$ cat config.mk
export PLATFORM = sky130hd
export DESIGN_NAME = pcm_downmix_to_mono_flat
export DESIGN_NICKNAME = d
export VERILOG_FILES = /design/src/pdm_pkg.sv /design/src/pdm_if.sv /design/src/pdm_regs.sv /design/src/pdm_front.sv /design/src/pdm_queue.sv /design/src/pdm_back.sv /design/src/pcm_downmix_to_mono.sv /design/src/flat_wrapper.sv
export SDC_FILE = /design/constraint.sdc
export NUM_CORES = 1
export LEC_CHECK = 0
export BUFFER_PORTS_ARGS = -buffer_cell sky130_fd_sc_hd__buf_2
export CAP_MARGIN = 10
export CORE_MARGIN = 1.5
export CORE_UTILIZATION = 45
export DETAILED_ROUTE_END_ITERATION = 8
export PLACE_DENSITY_LB_ADDON = 0.3
export SLEW_MARGIN = 30
export SYNTH_ARGS = -nofsm -noshare
export SYNTH_HDL_FRONTEND = slang
export SYNTH_SLANG_ARGS = --single-unit
$ cat constraint.sdc
create_clock -name clk_i -period 14.6 [get_ports clk_i]
set_input_delay 0 -clock clk_i [delete_from_list [all_inputs] [get_ports clk_i]]
set_output_delay 0 -clock clk_i [all_outputs]
set_load 0.02 [all_outputs]
$ cat src/pdm_pkg.sv
package pdm_pkg;

  localparam int unsigned WORD_W       = 32;
  localparam int unsigned SUM_W        = 36;
  localparam int unsigned CNT_W        = 4;
  localparam int unsigned IDX_W        = 3;
  localparam int unsigned MAX_CHANNELS = 8;

  // divider: 40-bit dividend, 8 quotient bits per cycle
  localparam int unsigned DIV_DIGIT_W  = 8;
  localparam int unsigned DIV_W        = 40;
  localparam int unsigned DIV_STEPS    = DIV_W / DIV_DIGIT_W;
  localparam int unsigned STEP_W       = 3;
  localparam int unsigned REM_W        = CNT_W - 1;

  // frame queue
  localparam int unsigned Q_DEPTH      = 2;
  localparam int unsigned Q_PTR_W      = 1;
  localparam int unsigned Q_CNT_W      = 2;

  localparam int unsigned APB_ADDR_W   = 3;
  localparam int unsigned APB_DATA_W   = 32;

  typedef enum logic [1:0] {
    FMT_8  = 2'd0,
    FMT_16 = 2'd1,
    FMT_24 = 2'd2,
    FMT_32 = 2'd3
  } fmt_e;

  typedef enum logic [0:0] {
    REG_SAMPLE_FORMAT = 1'b0,
    REG_CHANNEL_COUNT = 1'b1
  } reg_idx_e;

  localparam fmt_e             FORMAT_RESET = FMT_16;
  localparam logic [CNT_W-1:0] COUNT_RESET  = 4'd2;

  typedef struct packed {
    fmt_e             fmt;
    logic [CNT_W-1:0] count_raw;
    logic [CNT_W-1:0] count_eff;  // 1..MAX_CHANNELS
  } cfg_t;

  typedef struct packed {
    logic signed [SUM_W-1:0] sum;
    logic [CNT_W-1:0]        chan_cnt;
    fmt_e                    fmt;
    logic                    buf_end;
  } q_entry_t;

  typedef struct packed {
    logic full;
    logic empty;
  } q_stat_t;

  // sign-extend the raw word; 24-bit samples land in the top of a 32-bit word
  function automatic logic signed [SUM_W-1:0] decode_sample(fmt_e fmt,
                                                            logic [WORD_W-1:0] w);
    logic signed [SUM_W-1:0] s;
    case (fmt)
      FMT_8:   s = {{(SUM_W-8){w[7]}}, w[7:0]};
      FMT_16:  s = {{(SUM_W-16){w[15]}}, w[15:0]};
      FMT_24:  s = {{(SUM_W-32){w[23]}}, w[23:0], 8'h00};
      FMT_32:  s = {{(SUM_W-32){w[31]}}, w};
      default: s = {{(SUM_W-32){w[31]}}, w};
    endcase
    return s;
  endfunction

endpackage

$ cat src/pdm_if.sv
interface pdm_in_if;
  logic        valid;
  logic        ready;
  logic [31:0] sample_word;
  logic        last_in_buffer;

  modport source (output valid, output sample_word, output last_in_buffer, input ready);
  modport sink   (input valid, input sample_word, input last_in_buffer, output ready);
endinterface

interface pdm_out_if;
  logic        valid;
  logic        ready;
  logic [31:0] mono_sample;
  logic        buffer_end;

  modport source (output valid, output mono_sample, output buffer_end, input ready);
  modport sink   (input valid, input mono_sample, input buffer_end, output ready);
endinterface

$ cat src/pdm_regs.sv
module pdm_regs import pdm_pkg::*; (
  input  logic                  clk_i,
  input  logic                  rst_ni,
  input  logic                  psel,
  input  logic                  penable,
  input  logic                  pwrite,
  input  logic [APB_ADDR_W-1:0] paddr,
  input  logic [APB_DATA_W-1:0] pwdata,
  output logic [APB_DATA_W-1:0] prdata,
  output logic                  pready,
  output cfg_t                  cfg_o
);

  fmt_e             fmt_q;
  logic [CNT_W-1:0] count_q;
  reg_idx_e         idx;
  logic             wr_en;

  assign pready = 1'b1;
  assign idx    = reg_idx_e'(paddr[2]);
  assign wr_en  = psel & penable & pwrite & pready;

  always_ff @(posedge clk_i or negedge rst_ni) begin
    if (!rst_ni) begin
      fmt_q   <= FORMAT_RESET;
      count_q <= COUNT_RESET;
    end else if (wr_en) begin
      case (idx)
        REG_SAMPLE_FORMAT: fmt_q   <= fmt_e'(pwdata[1:0]);
        REG_CHANNEL_COUNT: count_q <= pwdata[CNT_W-1:0];
        default: ;
      endcase
    end
  end

  always_comb begin
    case (idx)
      REG_SAMPLE_FORMAT: prdata = {{(APB_DATA_W-2){1'b0}}, fmt_q};
      REG_CHANNEL_COUNT: prdata = {{(APB_DATA_W-CNT_W){1'b0}}, count_q};
      default:           prdata = '0;
    endcase
  end

  // zero counts as one channel, large counts saturate
  always_comb begin
    cfg_o.fmt       = fmt_q;
    cfg_o.count_raw = count_q;
    if (count_q == '0)
      cfg_o.count_eff = CNT_W'(1);
    else if (count_q > CNT_W'(MAX_CHANNELS))
      cfg_o.count_eff = CNT_W'(MAX_CHANNELS);
    else
      cfg_o.count_eff = count_q;
  end

endmodule

$ cat src/pdm_front.sv
module pdm_front import pdm_pkg::*; (
  input  logic     clk_i,
  input  logic     rst_ni,
  pdm_in_if.sink   in_i,
  input  cfg_t     cfg_i,
  input  q_stat_t  q_stat_i,
  output logic     push_o,
  output q_entry_t entry_o
);

  logic signed [SUM_W-1:0] sum_q, sum_d;
  logic [IDX_W-1:0]        idx_q;
  logic                    accept;
  logic                    frame_done;

  assign in_i.ready = !q_stat_i.full;
  assign accept     = in_i.valid & in_i.ready;
  assign sum_d      = sum_q + decode_sample(cfg_i.fmt, in_i.sample_word);
  assign frame_done = ({1'b0, idx_q} + CNT_W'(1)) >= cfg_i.count_eff;
  assign push_o     = accept & frame_done;

  always_comb begin
    entry_o.sum      = sum_d;
    entry_o.chan_cnt = cfg_i.count_eff;
    entry_o.fmt      = cfg_i.fmt;
    entry_o.buf_end  = in_i.last_in_buffer;
  end

  always_ff @(posedge clk_i or negedge rst_ni) begin
    if (!rst_ni) begin
      sum_q <= '0;
      idx_q <= '0;
    end else if (accept) begin
      if (frame_done) begin
        sum_q <= '0;
        idx_q <= '0;
      end else begin
        sum_q <= sum_d;
        idx_q <= idx_q + IDX_W'(1);
      end
    end
  end

endmodule

$ cat src/pdm_queue.sv
module pdm_queue import pdm_pkg::*; (
  input  logic     clk_i,
  input  logic     rst_ni,
  input  logic     push_i,
  input  q_entry_t entry_i,
  input  logic     pop_i,
  output q_entry_t entry_o,
  output q_stat_t  stat_o
);

  q_entry_t             mem_q [Q_DEPTH];
  logic [Q_PTR_W-1:0]   wr_ptr_q, rd_ptr_q;
  logic [Q_CNT_W-1:0]   cnt_q;

  assign entry_o      = mem_q[rd_ptr_q];
  assign stat_o.full  = cnt_q == Q_CNT_W'(Q_DEPTH);
  assign stat_o.empty = cnt_q == '0;

  always_ff @(posedge clk_i) begin
    if (push_i) mem_q[wr_ptr_q] <= entry_i;
  end

  always_ff @(posedge clk_i or negedge rst_ni) begin
    if (!rst_ni) begin
      wr_ptr_q <= '0;
      rd_ptr_q <= '0;
      cnt_q    <= '0;
    end else begin
      if (push_i) wr_ptr_q <= wr_ptr_q + Q_PTR_W'(1);
      if (pop_i)  rd_ptr_q <= rd_ptr_q + Q_PTR_W'(1);
      case ({push_i, pop_i})
        2'b10:   cnt_q <= cnt_q + Q_CNT_W'(1);
        2'b01:   cnt_q <= cnt_q - Q_CNT_W'(1);
        default: cnt_q <= cnt_q;
      endcase
    end
  end

endmodule

$ cat src/pdm_back.sv
module pdm_back import pdm_pkg::*; (
  input  logic     clk_i,
  input  logic     rst_ni,
  input  q_stat_t  q_stat_i,
  input  q_entry_t entry_i,
  output logic     pop_o,
  pdm_out_if.source out_o
);

  typedef enum logic [1:0] {
    S_IDLE,
    S_DIV,
    S_DONE
  } state_e;

  state_e               state_q, state_d;
  logic [DIV_W-1:0]     div_q, div_d;      // dividend in, quotient out
  logic [REM_W-1:0]     rem_q, rem_d;
  logic [STEP_W-1:0]    step_q, step_d;
  logic [CNT_W-1:0]     cnt_q, cnt_d;
  logic                 neg_q, neg_d;
  fmt_e                 fmt_q, fmt_d;
  logic                 last_q, last_d;
  logic                 out_valid_q, out_valid_d;
  logic [WORD_W-1:0]    mono_q, mono_d;
  logic                 end_q, end_d;
  logic                 out_free;
  logic                 pop;

  // one radix-256 digit: eight restoring steps on a narrow remainder
  logic [CNT_W-1:0]       trial;
  logic [REM_W-1:0]       rem_n;
  logic [DIV_DIGIT_W-1:0] qdig;
  logic [SUM_W-1:0]       mag;
  logic [WORD_W-1:0]      res;

  always_comb begin
    rem_n = rem_q;
    qdig  = '0;
    trial = '0;
    for (int i = DIV_DIGIT_W - 1; i >= 0; i--) begin
      trial = {rem_n, div_q[DIV_W-DIV_DIGIT_W+i]};
      if (trial >= cnt_q) begin
        trial   = trial - cnt_q;
        qdig[i] = 1'b1;
      end
      rem_n = trial[REM_W-1:0];
    end
  end

  assign mag      = entry_i.sum[SUM_W-1] ? SUM_W'(-entry_i.sum) : SUM_W'(entry_i.sum);
  assign res      = neg_q ? (~div_q[WORD_W-1:0] + WORD_W'(1)) : div_q[WORD_W-1:0];
  assign out_free = !out_valid_q || out_o.ready;
  assign pop_o    = pop;

  always_comb begin
    state_d     = state_q;
    div_d       = div_q;
    rem_d       = rem_q;
    step_d      = step_q;
    cnt_d       = cnt_q;
    neg_d       = neg_q;
    fmt_d       = fmt_q;
    last_d      = last_q;
    out_valid_d = out_valid_q;
    mono_d      = mono_q;
    end_d       = end_q;
    pop         = 1'b0;

    if (out_valid_q && out_o.ready) out_valid_d = 1'b0;

    case (state_q)
      S_IDLE: begin
        pop = !q_stat_i.empty;
      end
      S_DIV: begin
        div_d  = {div_q[DIV_W-DIV_DIGIT_W-1:0], qdig};
        rem_d  = rem_n;
        step_d = step_q + STEP_W'(1);
        if (step_q == STEP_W'(DIV_STEPS - 1)) state_d = S_DONE;
      end
      S_DONE: begin
        if (out_free) begin
          out_valid_d = 1'b1;
          end_d       = last_q;
          case (fmt_q)
            FMT_8:   mono_d = {24'h0, res[7:0]};
            FMT_16:  mono_d = {16'h0, res[15:0]};
            FMT_24:  mono_d = {8'h0, res[31:8]};
            FMT_32:  mono_d = res;
            default: mono_d = res;
          endcase
          state_d = S_IDLE;
          pop     = !q_stat_i.empty;
        end
      end
      default: state_d = S_IDLE;
    endcase

    if (pop) begin
      div_d   = {{(DIV_W-SUM_W){1'b0}}, mag};
      rem_d   = '0;
      step_d  = '0;
      cnt_d   = entry_i.chan_cnt;
      neg_d   = entry_i.sum[SUM_W-1];
      fmt_d   = entry_i.fmt;
      last_d  = entry_i.buf_end;
      state_d = S_DIV;
    end
  end

  always_ff @(posedge clk_i or negedge rst_ni) begin
    if (!rst_ni) begin
      state_q     <= S_IDLE;
      out_valid_q <= 1'b0;
      step_q      <= '0;
    end else begin
      state_q     <= state_d;
      out_valid_q <= out_valid_d;
      step_q      <= step_d;
      div_q       <= div_d;
      rem_q       <= rem_d;
      cnt_q       <= cnt_d;
      neg_q       <= neg_d;
      fmt_q       <= fmt_d;
      last_q      <= last_d;
      mono_q      <= mono_d;
      end_q       <= end_d;
    end
  end

  assign out_o.valid       = out_valid_q;
  assign out_o.mono_sample = mono_q;
  assign out_o.buffer_end  = end_q;

endmodule

$ cat src/pcm_downmix_to_mono.sv
// channel  dir  transfer                     payload
// in_i     in   one interleaved channel      sample_word[31:0], last_in_buffer
// out_o    out  one averaged mono sample     mono_sample[31:0], buffer_end
// apb      in   register write / read        sample_format @0x0, channel_count @0x4
//
// Channel samples enter one per cycle into the accumulator while the frame queue has room.
// Each completed frame goes through the back end's radix-256 divider (40-bit dividend,
// 8 quotient bits a cycle), then is sign-fixed and loaded into the output register.
// rst_ni is async, active low; it clears the accumulator, the queue and the output valid.
// A stalled output holds the back end; the 2-entry queue keeps the front taking samples.
module pcm_downmix_to_mono import pdm_pkg::*; (
  input  logic                  clk_i,
  input  logic                  rst_ni,
  pdm_in_if.sink                in_i,
  pdm_out_if.source             out_o,
  input  logic                  psel,
  input  logic                  penable,
  input  logic                  pwrite,
  input  logic [APB_ADDR_W-1:0] paddr,
  input  logic [APB_DATA_W-1:0] pwdata,
  output logic [APB_DATA_W-1:0] prdata,
  output logic                  pready
);

  cfg_t     cfg;
  q_stat_t  q_stat;
  q_entry_t push_entry;
  q_entry_t head_entry;
  logic     q_push;
  logic     q_pop;

  // config registers; count is clamped to 1..MAX_CHANNELS here
  pdm_regs u_regs (
    .clk_i   (clk_i),
    .rst_ni  (rst_ni),
    .psel    (psel),
    .penable (penable),
    .pwrite  (pwrite),
    .paddr   (paddr),
    .pwdata  (pwdata),
    .prdata  (prdata),
    .pready  (pready),
    .cfg_o   (cfg)
  );

  // front: decode each sample, accumulate, push a frame sum when the frame closes
  pdm_front u_front (
    .clk_i    (clk_i),
    .rst_ni   (rst_ni),
    .in_i     (in_i),
    .cfg_i    (cfg),
    .q_stat_i (q_stat),
    .push_o   (q_push),
    .entry_o  (push_entry)
  );

  // frame queue: sum, count, format and end flag travel together
  pdm_queue u_queue (
    .clk_i   (clk_i),
    .rst_ni  (rst_ni),
    .push_i  (q_push),
    .entry_i (push_entry),
    .pop_i   (q_pop),
    .entry_o (head_entry),
    .stat_o  (q_stat)
  );

  // back: divide magnitude by count (truncates toward zero), restore sign, format
  pdm_back u_back (
    .clk_i    (clk_i),
    .rst_ni   (rst_ni),
    .q_stat_i (q_stat),
    .entry_i  (head_entry),
    .pop_o    (q_pop),
    .out_o    (out_o)
  );

`ifndef NO_ASSERTIONS
  a_no_push_when_full: assert property (@(posedge clk_i) disable iff (!rst_ni)
    q_push |-> !q_stat.full)
    else $error("frame pushed into a full queue");

  a_no_pop_when_empty: assert property (@(posedge clk_i) disable iff (!rst_ni)
    q_pop |-> !q_stat.empty)
    else $error("frame popped from an empty queue");

  a_push_needs_sample: assert property (@(posedge clk_i) disable iff (!rst_ni)
    q_push |-> (in_i.valid && in_i.ready))
    else $error("frame pushed without a sample transfer");
`endif

endmodule

$ cat src/flat_wrapper.sv
// flat-port wrapper written by rule: the top's interface ports become plain ports
module pcm_downmix_to_mono_flat import pdm_pkg::*;
  (clk_i, rst_ni, psel, penable, pwrite, paddr, pwdata, prdata, pready, in_i_valid, in_i_sample_word, in_i_last_in_buffer, in_i_ready, out_o_valid, out_o_mono_sample, out_o_buffer_end, out_o_ready);
  pdm_in_if in_i_i ();
  pdm_out_if out_o_i ();
  input  logic clk_i;
  input  logic rst_ni;
  input  logic psel;
  input  logic penable;
  input  logic pwrite;
  input  logic [APB_ADDR_W-1:0] paddr;
  input  logic [APB_DATA_W-1:0] pwdata;
  output logic [APB_DATA_W-1:0] prdata;
  output logic pready;
  input wire logic [$bits(in_i_i.valid)-1:0] in_i_valid;
  input wire logic [$bits(in_i_i.sample_word)-1:0] in_i_sample_word;
  input wire logic [$bits(in_i_i.last_in_buffer)-1:0] in_i_last_in_buffer;
  output wire logic [$bits(in_i_i.ready)-1:0] in_i_ready;
  output wire logic [$bits(out_o_i.valid)-1:0] out_o_valid;
  output wire logic [$bits(out_o_i.mono_sample)-1:0] out_o_mono_sample;
  output wire logic [$bits(out_o_i.buffer_end)-1:0] out_o_buffer_end;
  input wire logic [$bits(out_o_i.ready)-1:0] out_o_ready;
  assign in_i_i.valid = in_i_valid;
  assign in_i_i.sample_word = in_i_sample_word;
  assign in_i_i.last_in_buffer = in_i_last_in_buffer;
  assign in_i_ready = in_i_i.ready;
  assign out_o_valid = out_o_i.valid;
  assign out_o_mono_sample = out_o_i.mono_sample;
  assign out_o_buffer_end = out_o_i.buffer_end;
  assign out_o_i.ready = out_o_ready;
  pcm_downmix_to_mono u_core (.clk_i(clk_i), .rst_ni(rst_ni), .in_i(in_i_i), .out_o(out_o_i), .psel(psel), .penable(penable), .pwrite(pwrite), .paddr(paddr), .pwdata(pwdata), .prdata(prdata), .pready(pready));
endmodule
==> results of run 1 <==
[per-stage QoR]
stage               util, %  hold slack (ns)  setup slack, ns  std cells  area (um^2)
global route           51.7           0.0538            0.449       1844        15900
global placement       48.4           0.0215             2.16       1780        14900
detailed placement     48.5           0.0244             1.79       1782        15000
CTS                    51.6           0.0236             1.71       1843        15900
finish                 51.7           0.0553             1.77       1844        15900
floorplan                 -           -0.296             3.40       1375        14300
[final timing paths]
check                                                  to  cells after the start  slack, ns
min in group asynchronous        u_core.u_front.sum_q[30]                      4       0.53
setup reg to reg                   u_core.u_back.rem_q[2]                     60       1.77
max in group asynchronous         u_core.u_queue.rd_ptr_q                      5      13.15
setup / recovery                   u_core.u_back.rem_q[2]                     60       1.77
hold / removal                 u_core.u_queue.mem_q[0][7]                      3       0.06
hold reg to reg            u_core.u_back.out_o.buffer_end                      0       0.42
[synthesized netlist by cell type, types with 41 or more instances]
| library cell | instances | area [um^2] |
|---|---|---|
| inv_1 | 41 | 154 |
| nor2_1 | 88 | 330 |
| a21oi_1 | 83 | 415 |
| nand2_1 | 141 | 529 |
| mux2i_1 | 44 | 440 |
| clkbuf_1 | 43 | 161 |
| xnor2_1 | 56 | 490 |
| edfxtp_1 | 170 | 5100 |
| ha_1 | 77 | 963 |
| xor2_1 | 53 | 464 |
| o21ai_0 | 99 | 495 |
| dfrtp_1 | 53 | 1330 |
[registers in the layout (all words and copies together), names as in the netlist, 4 cells and up]
name                             cells
u_core.u_queue.mem_q                86
u_core.u_back.div_q                 40
u_core.u_front.sum_q                36
u_core.u_back.out_o.mono_sample     32
u_core.u_back.cnt_q                  4
u_core.u_regs.count_q                4
[routing by layer]
layer	vias to the layer above	GRT usage, %
li1	5069	-
met1	4935	27.7
met2	251	30.7
met3	42	2.44
met4	0	4.47
met5	-	0
[tightest hold or removal path, cell delays in order]
cell and delay [ns]:
buf_2 0.09, and2_1 0.15, ha_1 0.21
[cells by family after synthesis]
kind of cell    after synthesis  synth area share (%)
simple gates                366                  12.2
mux                          83                  7.37
fa+ha+maj                    86                  8.04
flops                       225                  45.6
compound gates              350                  15.9
xor+xnor                    109                  6.71
other cells                   2                0.0528
buf+inv                     127                  4.17
[final cells by class]
cell class	instances	area, um^2	share of cell area, %
clock buffer	34	679	4.27
multi-input combinational	1023	7280	45.7
timing repair buffer	113	716	4.49
tap	396	495	3.11
inverter	42	158	0.990
clock inverter	11	109	0.683
sequential	225	6490	40.7
[repair_timing]
action                    in CTS  in global routing
gates resized for setup        0                  0
buffers inserted               0                  0
hold endpoints to repair      44                  0
hold buffers                  16                  0
==> flow_summary_export.csv, run 1 <==
group,metric,value,unit
run_status,outcome,"completed",
timing,clock.fmax,0.0779,GHz
yosys,synth_seq_area_share,45.6,%
finish,syn_to_final_growth,12.0,%
timing,setup_violations,0,
clock_network,clockBufferDepth,3,
clock_network,cts_buffers,25,
critical_path,rr_startpoint,"u_core.u_back.cnt_q[1]",
floorplanning,num_rows,64,
detailed_routing,dr.pass1.iters,5,
timing,rsz0062_at_grt,"no",
timing,slew_headroom,42.2,%
floorplanning,initial_core_util,46.1,%
placement,post-dp-hpwl,23.5,mm
timing,worstMarginPinSlew,0.866,ns
floorplanning,die_area,32700,um^2
critical_path,startpoint_type,"register",
timing,post-route-min-period,12.83,ns
finish,layout_commonest_cell,"edfxtp_1",
clock_network,cts.sinks,225,
placement,io_buffers,83,
critical_path,critPathArrivalTime,13.11,ns
clock_network,cts-root-buf,"clkbuf_16",
timing,fin_tns_setup,0,ns
detailed_routing,maxUsedRoutingLayer,"met4",
detailed_routing,totalWireLength,31.8,mm
detailed_routing,avgRoutedWirePerCell,17.3,um
yosys,syn_inst,1348,
detailed_routing,via_per_inst,5.58,
detailed_routing,met1_length,15.2,mm
global_route,antenna_found_initial,0,
timing,hold_viol_final,0,
floorplanning,num_io_pins,143,
critical_path,cp_slowest_stage_delay,0.68,ns
yosys,synth_edf_count,170,
global_route,grt_pass1_wl,50.7,mm
hold_path,holdCritPathClass,"in2reg",
clock_network,cts_tree,"done",
hold_path,hp-start,"in_i_sample_word[0]",
critical_path,critPathLaunch,"u_core.u_back.cnt_q[1]",
yosys,ys.warnings.count,0,
critical_path,cpMostUsedCell,"a21oi_1",
global_route,grt_use_total,19.2,%
yosys,ys_ff_latch,225,
global_route,grt_pass1_vias,9638,
finish,num_antenna_cells,0,
critical_path,critPathCaptureType,"register",
detailed_routing,wl_met3,1.52,mm
yosys,ys.flop_type,"edfxtp_1",
critical_path,crit_path_max_fanout,10,
detailed_routing,drc_errors,0,
floorplanning,die_w,181,um
critical_path,crit_buf_inv,7,
finish,layout.nets,1591,
timing,finalCritPeriodShare,87.9,%
floorplanning,fp.dieH,181,um
flow_run,drv_cap,0,
critical_path,crit_family,"compound AO/OA/AOI/OAI gates",
clock_network,clkTransAtPathRegs,0.06,ns
global_route,grt_max_degree,79,
global_route,gr-total-overflow,0,
critical_path,crit_path_top_delay_cell,"edfxtp_1",
floorplanning,core,30800,um^2
detailed_routing,num_vias,10297,
critical_path,critPathKind,"reg2reg",
yosys,synth.distinct_cells,69,
finish,n_fill_cell,2720,
placement,routabilityCongestion,0.941,
timing,skew,0.00842,ns
detailed_routing,ant_nets,0,
critical_path,cp.required,14.88,ns
yosys,netlist_area,14200,um^2
finish,final_cell_mix,"edfxtp_1, nand2_1, o21ai_0",
finish,drive_gt1_share,14.3,%
clock_network,h-tree-depth,1,
yosys,syn_avg_cell_area,10.5,um^2
detailed_routing,drt-initial-drc-count,670,
yosys,synthArstFlopShare,24.4,%
timing,maxSlewViolCount,0,
detailed_routing,wl_met2,14.5,mm
clock_network,worstSkewPairLatency,0.53,ns
Power of run 1 is left out: the tool's default activity adds up to more than one toggle a clock period on the data nets, which glitch-free logic cannot reach.
==> run 2, diff against run 1 <==
--- a/config.mk
+++ b/config.mk
@@ -5,12 +5,14 @@
 export SDC_FILE = /design/constraint.sdc
 export NUM_CORES = 1
 export LEC_CHECK = 0
+export ABC_CLOCK_PERIOD_IN_PS = 14600
 export BUFFER_PORTS_ARGS = -buffer_cell sky130_fd_sc_hd__buf_2
 export CAP_MARGIN = 10
 export CORE_MARGIN = 1.5
 export CORE_UTILIZATION = 45
 export DETAILED_ROUTE_END_ITERATION = 8
 export PLACE_DENSITY_LB_ADDON = 0.3
+export REMOVE_ABC_BUFFERS = 1
 export SLEW_MARGIN = 30
 export SYNTH_ARGS = -nofsm -noshare
 export SYNTH_HDL_FRONTEND = slang
==> run 2 against run 1 <==
Against the previous run: critical path depth fell by 1; via count fell by 1.1%; sequential share of layout area fell by 0.11 points; register-to-register slack improved by 0.11 ns; critical endpoint is now u_core.u_back.rem_q[1].
==> flow_summary_export.csv, run 2 (same netlist as run 1, synthesis figures left out) <==
group,metric,value,unit
finish,layout_commonest_cell,"edfxtp_1",
global_route,gr-total-overflow,0,
timing,slew_headroom,36.7,%
detailed_routing,num_vias,10187,
critical_path,startpoint_type,"register",
timing,clock.fmax,0.0786,GHz
placement,routabilityCongestion,0.919,
detailed_routing,dr.pass1.iters,5,
flow_run,drv_cap,0,
global_route,grt_max_degree,79,
clock_network,post_cts_buffers,0,
timing,skew,0.0115,ns
clock_network,ctsHoldBuffers,14,
critical_path,crit_path_top_delay_cell,"edfxtp_1",
finish,reg_top3,"u_core.u_queue.mem_q (86), u_core.u_back.div_q (40), u_core.u_front.sum_q (36)",
floorplanning,fp.dieH,181,um
critical_path,cp.required,14.88,ns
finish,drive_gt1_share,14.4,%
finish,multi_input_area,7280,um^2
timing,hold_viol_final,0,
clock_network,cts-root-buf,"clkbuf_16",
timing,post-route-min-period,12.72,ns
placement,post_dp_cell_area,14900,um^2
clock_network,cts.sinks,225,
timing,setup_violations,0,
floorplanning,core,30800,um^2
clock_network,cts_tree,"done",
placement,post-dp-hpwl,23.5,mm
critical_path,crit_path_max_fanout,10,
detailed_routing,avgRoutedWirePerCell,17.4,um
critical_path,cpMostUsedCell,"a21oi_1",
clock_network,cts_resized,0,
timing,maxSlewViolCount,0,
finish,num_antenna_cells,0,
floorplanning,num_rows,64,
detailed_routing,totalWireLength,32.1,mm
run_status,outcome,"completed",
timing,finalCritPeriodShare,87.1,%
clock_network,clockBufferDepth,3,
finish,n_fill_cell,2736,
placement,io_buffers,83,
floorplanning,die_area,32700,um^2
detailed_routing,drc_errors,0,
finish,final_core_util,51.8,%
clock_network,h-tree-depth,1,
global_route,grt_pass1_vias,9764,
finish,syn_to_final_growth,12.3,%
finish,largest_register_ffs,86,
critical_path,cp_slowest_stage_delay,0.67,ns
global_route,antenna_found_initial,0,
clock_network,worstSkewPairLatency,0.54,ns
critical_path,critPathKind,"reg2reg",
floorplanning,initial_core_util,46.1,%
critical_path,critPathArrivalTime,13.00,ns
global_route,grt_use_total,19.4,%
hold_path,holdCritPathClass,"in2reg",
detailed_routing,drt-initial-drc-count,636,
critical_path,critPathCaptureType,"register",
timing,fin_tns_setup,0,ns
finish,stdcell_area,16000,um^2
timing,worstMarginPinSlew,0.950,ns
clock_network,clkTransAtPathRegs,0.06,ns
timing,rsz0062_at_grt,"no",
clock_network,cts_buffers,26,
finish,final_cell_mix,"edfxtp_1, nand2_1, o21ai_0",
finish,layout.area.seq,6480,um^2
floorplanning,num_io_pins,143,
finish,regMostFlops,"u_core.u_queue.mem_q",
detailed_routing,via_per_inst,5.52,
global_route,grt_pass1_wl,51.4,mm
finish,layout.nets,1589,
detailed_routing,ant_nets,0,
floorplanning,die_w,181,um
[run 2: layout make-up]
class                   instances  area share [%]
clock buffers                  31            4.25
clock inverters                17            1.28
inverters                      42           0.987
multi-input cells            1023            45.6
flip-flops and latches        225            40.6
well taps                     396            3.10
repair buffers                110            4.18
[run 2: metal layers]
metal  track usage (%)  vias up  wire length (um)
li1                  -     5073                 -
met1              27.3     4871             15400
met2              31.7      196             14600
met3              2.12       47              1140
met4              5.92        0               918
met5                 0        -                 0
[run 2: worst paths after layout]
| path | depth (start not counted) | start | endpoint | slack (ns) |
|---|---|---|---|---|
| worst min register to register | 2 | u_core.u_front.sum_q[6] | u_core.u_front.sum_q[6] | 0.48 |
| worst max-delay path | 59 | u_core.u_back.cnt_q[1] | u_core.u_back.rem_q[1] | 1.88 |
| min in group asynchronous | 3 | rst_ni | u_core.u_front.sum_q[1] | 0.46 |
| worst min-delay path | 5 | in_i_valid | u_core.u_front.sum_q[6] | 0.07 |
| max in group asynchronous | 3 | rst_ni | u_core.u_queue.rd_ptr_q | 13.43 |
| worst max register to register | 59 | u_core.u_back.cnt_q[1] | u_core.u_back.rem_q[1] | 1.88 |
[run 2: critical path, delay by kind of cell, from the launching register on]
kind / cells / cell delay, ns
AO/OA/AOI/OAI: 27 / 7.03
AND/OR/NAND/NOR: 16 / 1.04
adder cells (fa/ha/maj): 8 / 2.63
multiplexers: 1 / 0.26
buffers and inverters: 7 / 0.87
flip-flops: 1 / 0.67
[run 2: per-stage QoR]
stage,hold slack [ns],worst slack (ns),std cells
2_1_floorplan,-0.296,3.39,1290
3_3_place_gp,0.00675,2.21,1780
3_5_place_dp,0.0133,1.89,1781
4_1_cts,0.0444,1.80,1843
5_1_grt,0.0685,0.412,1844
6_report,0.0660,1.88,1844
Power of run 2 is left out for the same reason.
